`config.mk`:
```
export PLATFORM = sky130hd
export DESIGN_NAME = dotted_quad_cidr_parser
export DESIGN_NICKNAME = d
export VERILOG_FILES = /design/src/hdl/dqcp_pkg.sv /design/src/hdl/dotted_quad_cidr_parser.sv
export SDC_FILE = /design/constraint.sdc
export NUM_CORES = 1
export LEC_CHECK = 0
export BUFFER_PORTS_ARGS = -buffer_cell sky130_fd_sc_hd__buf_4
export CORE_ASPECT_RATIO = 0.5
export CORE_MARGIN = 2
export CORE_UTILIZATION = 55
export CTS_CLUSTER_SIZE = 24
export DETAILED_ROUTE_END_ITERATION = 10
export PLACE_DENSITY_LB_ADDON = 0.12
export SYNTH_ARGS = -nofsm -noshare
export SYNTH_HDL_FRONTEND = slang
export SYNTH_SLANG_ARGS = --single-unit
```
`constraint.sdc`:
```
create_clock -name clk_i -period 10.1 [get_ports clk_i]
set_clock_uncertainty 0.2 [all_clocks]
set_input_delay 1.515 -clock clk_i [delete_from_list [all_inputs] [get_ports clk_i]]
set_output_delay 1.515 -clock clk_i [all_outputs]
set_load 0.1 [all_outputs]
```
`src/hdl/dqcp_pkg.sv`:
```
// Shared constants for the dotted-quad CIDR parser.
// Used by dotted_quad_cidr_parser and its port checker; depends on nothing.
package dqcp_pkg;

  localparam logic [7:0] ChNul   = 8'h00;
  localparam logic [7:0] ChZero  = 8'h30;
  localparam logic [7:0] ChNine  = 8'h39;
  localparam logic [7:0] ChDot   = 8'h2E;
  localparam logic [7:0] ChSlash = 8'h2F;

  localparam logic [13:0] MaxOctet     = 14'd255;
  localparam logic [13:0] MaxPrefix    = 14'd32;
  localparam logic [5:0]  FullPrefix   = 6'd32;
  localparam logic [2:0]  OctetDigits  = 3'd4;
  localparam logic [2:0]  PrefixDigits = 3'd3;
  localparam logic [1:0]  LastPart     = 2'd3;

  localparam logic AllowPrefixReset = 1'b1;

endpackage

```
`src/hdl/dotted_quad_cidr_parser.sv`:
```
// Parses dotted-decimal IPv4 text with an optional /N prefix, one character per transfer.
// A NUL transfer passes the input register, then the result register, before its result shows.
// Throughput: one character per cycle, except while a NUL waits on a full, stalled result
// register. Reset (rst_ni low, asynchronous) empties both registers, returns the parser to the
// first octet and sets allow_prefix to 1.
// Depends on dqcp_pkg.
module dotted_quad_cidr_parser
  import dqcp_pkg::*;
(
  input  logic        clk_i,
  input  logic        rst_ni,
  input  logic        cfg_we_i,
  input  logic        cfg_wdata_i,
  input  logic        in_valid_i,
  output logic        in_stall_o,
  input  logic [7:0]  ch_i,
  output logic        out_valid_o,
  input  logic        out_stall_i,
  output logic        valid_res_o,
  output logic [31:0] address_o,
  output logic [5:0]  prefix_len_o
);

  typedef enum logic [1:0] {
    PhOctet  = 2'd0,
    PhPrefix = 2'd1,
    PhError  = 2'd2
  } phase_e;

  logic        allow_q;
  logic        in_v_q;
  logic [7:0]  ch_q;
  phase_e      phase_q, phase_d;
  logic [1:0]  part_q, part_d;
  logic [2:0]  dcnt_q, dcnt_d;
  logic [13:0] pval_q, pval_d;
  logic [31:0] addr_q, addr_d;
  logic        out_v_q;
  logic        res_ok_q, res_ok_d;
  logic [31:0] res_addr_q, res_addr_d;
  logic [5:0]  res_pfx_q, res_pfx_d;

  logic        is_nul, is_digit, octet_ok, adv, take;
  logic [13:0] pval_next;
  logic [2:0]  dcnt_next;
  logic [31:0] addr_shift;

  assign is_nul   = (ch_q == ChNul);
  assign is_digit = (ch_q >= ChZero) && (ch_q <= ChNine);
  assign octet_ok = (dcnt_q != 3'd0) && (pval_q <= MaxOctet);
  // For '0' through '9' the low nibble is the digit value.
  assign pval_next  = {pval_q[10:0], 3'b000} + {pval_q[12:0], 1'b0} + {10'd0, ch_q[3:0]};
  assign dcnt_next  = dcnt_q + 3'd1;
  assign addr_shift = {addr_q[23:0], pval_q[7:0]};

  // A NUL can only move on when the result register is free or being emptied.
  assign adv  = in_v_q && (!is_nul || !out_v_q || !out_stall_i);
  assign take = !in_v_q || adv;
  assign in_stall_o = !take;

  always_comb begin
    phase_d    = phase_q;
    part_d     = part_q;
    dcnt_d     = dcnt_q;
    pval_d     = pval_q;
    addr_d     = addr_q;
    res_ok_d   = 1'b0;
    res_addr_d = 32'd0;
    res_pfx_d  = 6'd0;
    if (is_nul) begin
      case (phase_q)
        PhOctet: begin
          if (part_q == LastPart && octet_ok) begin
            res_ok_d   = 1'b1;
            res_addr_d = addr_shift;
            res_pfx_d  = FullPrefix;
          end
        end
        PhPrefix: begin
          if (dcnt_q != 3'd0 && pval_q <= MaxPrefix) begin
            res_ok_d   = 1'b1;
            res_addr_d = addr_q;
            res_pfx_d  = pval_q[5:0];
          end
        end
        default: begin
        end
      endcase
      phase_d = PhOctet;
      part_d  = 2'd0;
      dcnt_d  = 3'd0;
      pval_d  = 14'd0;
      addr_d  = 32'd0;
    end else begin
      case (phase_q)
        PhOctet: begin
          if (is_digit) begin
            if (dcnt_q >= OctetDigits) begin
              phase_d = PhError;
            end else begin
              pval_d = pval_next;
              dcnt_d = dcnt_next;
            end
          end else if (ch_q == ChDot) begin
            if (part_q == LastPart || !octet_ok) begin
              phase_d = PhError;
            end else begin
              addr_d = addr_shift;
              part_d = part_q + 2'd1;
              dcnt_d = 3'd0;
              pval_d = 14'd0;
            end
          end else if (ch_q == ChSlash) begin
            if (allow_q && part_q == LastPart && octet_ok) begin
              addr_d  = addr_shift;
              phase_d = PhPrefix;
              dcnt_d  = 3'd0;
              pval_d  = 14'd0;
            end else begin
              phase_d = PhError;
            end
          end else begin
            phase_d = PhError;
          end
        end
        PhPrefix: begin
          if (is_digit && dcnt_q < PrefixDigits) begin
            pval_d = pval_next;
            dcnt_d = dcnt_next;
          end else begin
            phase_d = PhError;
          end
        end
        default: begin
          phase_d = PhError;
        end
      endcase
    end
  end

  always_ff @(posedge clk_i or negedge rst_ni) begin
    if (!rst_ni) begin
      allow_q <= AllowPrefixReset;
      in_v_q  <= 1'b0;
      phase_q <= PhOctet;
      part_q  <= 2'd0;
      dcnt_q  <= 3'd0;
      pval_q  <= 14'd0;
      addr_q  <= 32'd0;
      out_v_q <= 1'b0;
    end else begin
      if (cfg_we_i) begin
        allow_q <= cfg_wdata_i;
      end
      if (take) begin
        in_v_q <= in_valid_i;
      end
      if (adv) begin
        phase_q <= phase_d;
        part_q  <= part_d;
        dcnt_q  <= dcnt_d;
        pval_q  <= pval_d;
        addr_q  <= addr_d;
      end
      if (adv && is_nul) begin
        out_v_q <= 1'b1;
      end else if (!out_stall_i) begin
        out_v_q <= 1'b0;
      end
    end
  end

  always_ff @(posedge clk_i) begin
    if (take) begin
      ch_q <= ch_i;
    end
    if (adv && is_nul) begin
      res_ok_q   <= res_ok_d;
      res_addr_q <= res_addr_d;
      res_pfx_q  <= res_pfx_d;
    end
  end

  assign out_valid_o  = out_v_q;
  assign valid_res_o  = res_ok_q;
  assign address_o    = res_addr_q;
  assign prefix_len_o = res_pfx_q;

endmodule

```
==> impl_metrics.py, run 1 <==
metrics = {
    "global_routing": {
        "grt_pass1_wl_mm": 17.3,
        "track_usage": 0.222,
        "grt_pass1_vias": 3405,
        "grt_antenna_before_repair": 0,
        "gr-total-overflow": 0,
        "grt_max_degree": 67,
    },
    "final_layout": {
        "final_layout_size_suffix_gt1_frac": 0.166,
        "area_growth_syn_to_layout_pct": 14.7,
        "num-nets-final": 571,
        "n_antenna_cell": 0,
    },
    "power_and_ir_drop": {
        "power_density_nw_per_um2": 146,
        "seqPwrFrac": 0.530,
        "p_sw_frac": 0.241,
        "leakage_uw": 0.00256,
        "combPwrFrac": 0.077,
        "p_int_uw": 650,
        "power_uw": 856,
        "p_switching_uw": 207,
        "ir_drop_uv": 82.1,
        "clockPowerShare": 0.394,
    },
    "clock_tree": {
        "root_buffer": "clkbuf_16",
        "post_cts_resized": 0,
        "clock_path_buffers": 2,
        "cts_tree": "yes",
        "clkTransAtPathRegs_ps": 70,
        "cts_sinks": 103,
        "cts_hold_buf": 0,
        "htreeDepth": 3,
        "postCtsSetupBuffers": 0,
        "cts_made_buffers": 9,
        "clock_latency_ps": 350,
    },
    "worst_setup_path": {
        "start_kind": "flop",
        "reg2reg_slack_ps": 6590,
        "r2r-start": "ch_q[0]$_DFFE_PN_",
        "path_cells": "or4_1, or2_1, or3_1, inv_1, buf_4",
        "crit_slowest_cell": "or2_1",
        "required_ps": 8390,
        "crit_start": "ch_q[0]$_DFFE_PN_",
        "crit_type": "reg -> out",
        "crit_fanout": 35,
        "slowest_delay_ps": 710,
        "cp-end-kind": "output port",
        "r2r_end": "pval_q[9]$_DFFE_PN0P_",
        "crit_arrival_ps": 3260,
        "endpoint": "in_stall_o",
        "reg2reg_depth": 6,
    },
    "sta": {
        "hold_violations": 0,
        "slew_headroom": 0.214,
        "rsz0062_at_grt": "false",
        "period_needed_ps": 4970,
        "drv_slew": 0,
        "worstMarginPinSlew_ps": 1180,
        "setup_viol": 0,
        "setup_tns_ps": 0,
        "fmax_ghz": 0.201,
        "period_share": 0.493,
    },
    "die": {
        "dieWidth_um": 140,
        "coreArea_um2": 8860,
        "die_y_um": 72.2,
        "start_util": 0.577,
        "die-area_um2": 10100,
        "rows": 24,
        "io-pin-count": 55,
    },
    "logic_synthesis": {
        "syn_inst": 487,
        "syn_area_um2": 5110,
        "syn_area_per_cell_um2": 10.5,
        "yosysUniqueCellTypes": 50,
        "yosysWarnings": 0,
        "synth_nets": 528,
        "synth_top_area_frac": 0.276,
        "synthTopCellsByArea": "edfxtp_1 28%, dfrtp_1 27%, ha_1 6.1%, nand2_1 6.1%, a22oi_1 4.7%",
        "async_flop_share": 0.544,
        "synthFlopType": "dfrtp_1",
        "ys_seq_area_frac": 0.550,
        "ys_ff_latch": 103,
        "synth_enable_flop_cells": 47,
        "yosys.area.top_type": "edfxtp_1",
    },
    "routing": {
        "routed_wire_length_per_instance_um": 16.4,
        "dr_total_vias": 3724,
        "first_iter_violations": 265,
        "drtPass1Iterations": 5,
        "ant_nets": 0,
        "drt_wl_total_mm": 10.7,
        "viasPerCell": 5.71,
        "drcViolationCount": 0,
    },
    "placed_design": {
        "port_buffers": 54,
        "hpwlAfterDp_mm": 7.11,
        "gp_congestion": 0.850,
    },
    "flow_run": {
        "cap_violations": 0,
    },
    "run_status": {
        "status": "finished, final reports clean",
    },
    "worst_hold_path": {
        "holdCritPathClass": "reg -> reg",
    },
}
## per-stage QoR
step           hold slack, ps  instances  cell area [um^2]   util  setup slack [ps]
2_1_floorplan             251        487              5110      -              4910
3_3_place_gp              263        636              5580  0.629              5540
3_5_place_dp              271        636              5580  0.629              5490
4_1_cts                   287        652              5860  0.662              5110
5_1_grt                   311        652              5860  0.662              4950
6_report                  286        652              5860  0.662              5130
## worst min-delay path by stage
stage                            from                     end  slack [ps]  cells after the start
2_1_floorplan  addr_q[24]$_DFFE_PN0P_  addr_q[24]$_DFFE_PN0P_         250                      2
3_3_place_gp   addr_q[24]$_DFFE_PN0P_  addr_q[24]$_DFFE_PN0P_         260                      2
3_5_place_dp   addr_q[31]$_DFFE_PN0P_  addr_q[31]$_DFFE_PN0P_         270                      2
4_1_cts        addr_q[31]$_DFFE_PN0P_  addr_q[31]$_DFFE_PN0P_         290                      2
5_1_grt        addr_q[31]$_DFFE_PN0P_  addr_q[31]$_DFFE_PN0P_         310                      2
6_report       addr_q[31]$_DFFE_PN0P_  addr_q[31]$_DFFE_PN0P_         290                      2
## power by group through the flow
| stage | Combinational, uW | Sequential (uW) | Clock (uW) |
|---|---|---|---|
| after detailed placement | 65.1 | 462 | 0 |
| after CTS | 65.6 | 453 | 343 |
| after floorplan | 45.1 | 459 | 0 |
| after global routing | 74.4 | 455 | 359 |
| final | 65.6 | 454 | 337 |
| after global placement | 63.5 | 462 | 0 |
## critical path, delay by kind of cell, from the launching register on
family | cells | cell delay [ps]
simple gates | 3 | 2100
flops | 1 | 400
buf+inv | 2 | 400
## state kept, by name, indices dropped and copies added (netlist names)
| name | count |
|---|---|
| valid_res_o | 1 |
| pval_q | 14 |
| ch_q | 8 |
| out_valid_o | 1 |
| in_v_q | 1 |
| prefix_len_o | 6 |
| address_o | 32 |
| allow_q | 1 |
| phase_q | 2 |
| addr_q | 32 |
| part_q | 2 |
| dcnt_q | 3 |
## layout make-up
cell class              instances  area [um^2]
well taps                     117          146
multi-input cells             340         2110
clock inverters                 6         48.8
repair buffers                 58          435
flip-flops and latches        103         2810
inverters                      18         67.6
clock buffers                  10          239
fillers                       708         3000
## routing by layer
layer,vias up,GRT usage,part of all wire
met5,-,0,0
met4,0,0.0483,0.0039
met3,4,0.0554,0.051
met2,79,0.352,0.47
met1,1814,0.318,0.48
li1,1827,-,-
## kinds of logic (layout without fill, tap and decap cells)
logic type | count (synthesis) | after routing | synth area share
flops | 103 | 103 | 0.550
compound gates | 111 | 111 | 0.143
xor+xnor | 6 | 6 | 0.0103
buf+inv | 44 | 92 | 0.0384
fa+ha+maj | 27 | 27 | 0.0690
simple gates | 180 | 180 | 0.156
mux | 16 | 16 | 0.0338
## placed cells by master (no fill, tap or decap), types with 2 or more instances in the layout
master     count
xnor2_1        4
inv_6          3
o21a_1         4
nand4_1        2
o21ai_0       39
a21oi_1        9
nand2b_1       2
and3_1        11
nand2_1       83
o2bb2ai_1      2
inv_1         18
a22oi_1       32
nor4_1         2
nor3_1        11
dfrtp_1       55
nand3_1        6
o21bai_1       3
nor2_1        48
clkbuf_16      9
xor2_1         2
mux2i_1        6
o31ai_1        4
or4_1          4
edfxtp_1      47
a21o_1         4
fa_1           2
ha_1          25
buf_4         58
a211oi_1       4
or3_1          2
nor2b_1        3
mux2_2         9
o211ai_1       2
## Yosys cell counts (all sizes together) (6+ instances only)
cell / n
mux2i: 6
mux2: 10
nor3: 11
and3: 11
dfrtp: 55
nor2: 48
buf: 13
nand3: 6
o21ai: 39
nand2: 83
inv: 18
clkbuf: 13
a21oi: 11
ha: 25
edfxtp: 47
a22oi: 32
No activity file was read; power rests on OpenSTA's default activity.
==> run 2: changes to the inputs <==
--- a/config.mk
+++ b/config.mk
@@ -5,6 +5,7 @@
 export SDC_FILE = /design/constraint.sdc
 export NUM_CORES = 1
 export LEC_CHECK = 0
+export ABC_AREA = 1
 export BUFFER_PORTS_ARGS = -buffer_cell sky130_fd_sc_hd__buf_4
 export CORE_ASPECT_RATIO = 0.5
 export CORE_MARGIN = 2
==> constraint.sdc (replaced) <==
create_clock -name clk_i -period 5.1 [get_ports clk_i]
set_clock_uncertainty 0.2 [all_clocks]
set_input_delay 0.765 -clock clk_i [delete_from_list [all_inputs] [get_ports clk_i]]
set_output_delay 0.765 -clock clk_i [all_outputs]
set_load 0.1 [all_outputs]
==> impl_metrics.py, run 2 <==
metrics = {
    "logic_synthesis": {
        "syn_area_per_cell_um2": 7.93,
        "synth_nets": 777,
        "synthFlopType": "dfrtp_1",
        "ys_ff_latch": 103,
        "syn_area_um2": 5840,
        "synth_top_area_frac": 0.242,
        "ys_seq_area_frac": 0.482,
        "synthTopCellsByArea": "edfxtp_1 24%, dfrtp_1 24%, nand2_1 15%, inv_1 5.4%, ha_1 5.4%",
        "yosysWarnings": 0,
        "yosys.area.top_type": "edfxtp_1",
        "synth_enable_flop_cells": 47,
        "yosysUniqueCellTypes": 35,
        "synthMostInstantiatedCell": "nand2_1",
        "syn_inst": 736,
        "async_flop_share": 0.544,
        "synthTopCellsByCount": "233 x nand2_1, 84 x inv_1, 83 x nor2_1",
    },
    "worst_hold_path": {
        "holdCritPathClass": "in -> async",
    },
    "placed_design": {
        "placed_area_um2": 6290,
        "gp_congestion": 0.885,
        "port_buffers": 54,
        "hpwlAfterDp_mm": 8.77,
    },
    "sta": {
        "slew_headroom": 0.150,
        "fmax_ghz": 0.314,
        "period_needed_ps": 3190,
        "period_share": 0.625,
        "setup_tns_ps": 0,
        "holdWs_ps": 263,
        "hold_violations": 0,
        "worstMarginPinSlew_ps": 1270,
        "setup_viol": 0,
        "rsz0062_at_grt": "false",
        "drv_slew": 0,
    },
    "power_and_ir_drop": {
        "power_density_nw_per_um2": 258,
        "ir_drop_uv": 161,
        "leakage_uw": 0.00310,
    },
    "worst_setup_path": {
        "cpLargestDelayFamily": "buffers and inverters",
        "reg2reg_slack_ps": 1940,
        "crit_start": "ch_q[2]$_DFFE_PN_",
        "required_ps": 4140,
        "reg2reg_depth": 10,
        "path_buf_inv": 2,
        "crit_type": "reg -> out",
        "slowest_delay_ps": 480,
        "path_cells": "nor2_1, nand2_1, nor2_2, buf_4, nand3_1, nor2_1, buf_4",
        "crit_fanout": 39,
        "r2r-start": "ch_q[2]$_DFFE_PN_",
        "cp_num_cells": 7,
        "cp-end-kind": "output port",
        "start_kind": "flop",
        "crit_arrival_ps": 2220,
        "crit_slowest_cell": "edfxtp_1",
    },
    "clock_tree": {
        "clkTransAtPathRegs_ps": 80,
        "post_cts_resized": 0,
        "clock_latency_ps": 350,
        "htreeDepth": 3,
        "clock_path_buffers": 2,
        "cts_made_buffers": 9,
        "root_buffer": "clkbuf_16",
        "cts_sinks": 103,
        "cts_tree": "yes",
        "cts_hold_buf": 0,
        "postCtsSetupBuffers": 0,
    },
    "die": {
        "rows": 26,
        "die_y_um": 76.8,
        "start_util": 0.568,
        "die-area_um2": 11500,
        "coreArea_um2": 10300,
        "io-pin-count": 55,
        "dieWidth_um": 150,
    },
    "global_routing": {
        "grt_pass1_vias": 4699,
        "track_usage": 0.251,
        "grt_pass1_wl_mm": 22.7,
        "grt_antenna_before_repair": 0,
        "gr-total-overflow": 0,
        "grt_max_degree": 57,
    },
    "run_status": {
        "status": "finished, final reports clean",
    },
    "routing": {
        "drtPass1Iterations": 5,
        "first_iter_violations": 399,
        "dr_total_vias": 4969,
        "routed_wire_length_per_instance_um": 14.6,
        "drcViolationCount": 0,
        "viasPerCell": 5.41,
        "drt_wl_total_mm": 13.4,
        "ant_nets": 0,
    },
    "final_layout": {
        "most-common-layout-cells": "233 x nand2_1, 84 x inv_1, 82 x nor2_1",
        "num-nets-final": 815,
        "finalInstanceArea_um2": 6620,
        "area_growth_syn_to_layout_pct": 13.4,
        "final_layout_size_suffix_gt1_frac": 0.119,
        "n_antenna_cell": 0,
        "layout_commonest_cell": "nand2_1",
    },
    "flow_run": {
        "cap_violations": 0,
    },
}
## run 2: cell types whose count changed after synthesis, moves of 32 or more
cell | previous run | this run
nand3_1 | 6 | 42
nand2_1 | 83 | 233
a21oi_1 | 9 | 42
nand4_1 | 2 | 39
nor2_1 | 48 | 83
a22oi_1 | 32 | 0
inv_1 | 18 | 84
## run 2: cells by family after synthesis
kind of cell	Yosys count	share of synthesized area
buffers and inverters	117	0.0825
AND/OR/NAND/NOR	420	0.308
AO/OA/AOI/OAI	63	0.0574
adder cells (fa/ha/maj)	27	0.0605
XOR/XNOR	5	0.00750
multiplexers	1	0.00193
flip-flops	103	0.482
## run 2: layer usage
metal,global-route usage,part of all wire,vias to the layer above
met5,0,0,-
met4,0.0642,0.011,0
met3,0.0542,0.047,18
met2,0.411,0.48,123
met1,0.343,0.47,2361
li1,-,-,2467
## run 2: worst paths after layout
kind,endpoint
worst max-delay path,in_stall_o
min in group clk_i,addr_q[30]$_DFFE_PN0P_
worst max register to register,addr_q[22]$_DFFE_PN0P_
worst min register to register,addr_q[30]$_DFFE_PN0P_
worst min-delay path,addr_q[25]$_DFFE_PN0P_
max in group asynchronous,dcnt_q[1]$_DFFE_PN0P_
## run 2: power breakdown
part	total, uW	switching [uW]	internal, uW
Sequential	877	6.45	870
Combinational	70.3	49.4	20.8
Clock	763	324	439
## run 2: area by class of cell
| class | instances | area [um^2] |
|---|---|---|
| Inverter | 86 | 323 |
| Clock inverter | 6 | 97.6 |
| Multi-Input combinational cell | 516 | 2540 |
| Clock buffer | 10 | 229 |
| Timing Repair Buffer | 58 | 435 |
| Fill cell | 925 | 3660 |
| Sequential cell | 103 | 2810 |
| Tap cell | 140 | 175 |
## run 2: metrics by stage
stage | util | power [uW] | setup WS [ps] | instances
after CTS | 0.644 | 1720 | 1920 | 919
final | 0.644 | 1710 | 1910 | 919
after global routing | 0.644 | 1770 | 1650 | 919
after global placement | 0.612 | 963 | 2070 | 903
after detailed placement | 0.612 | 964 | 2040 | 903
after floorplan | - | 936 | 1610 | 736
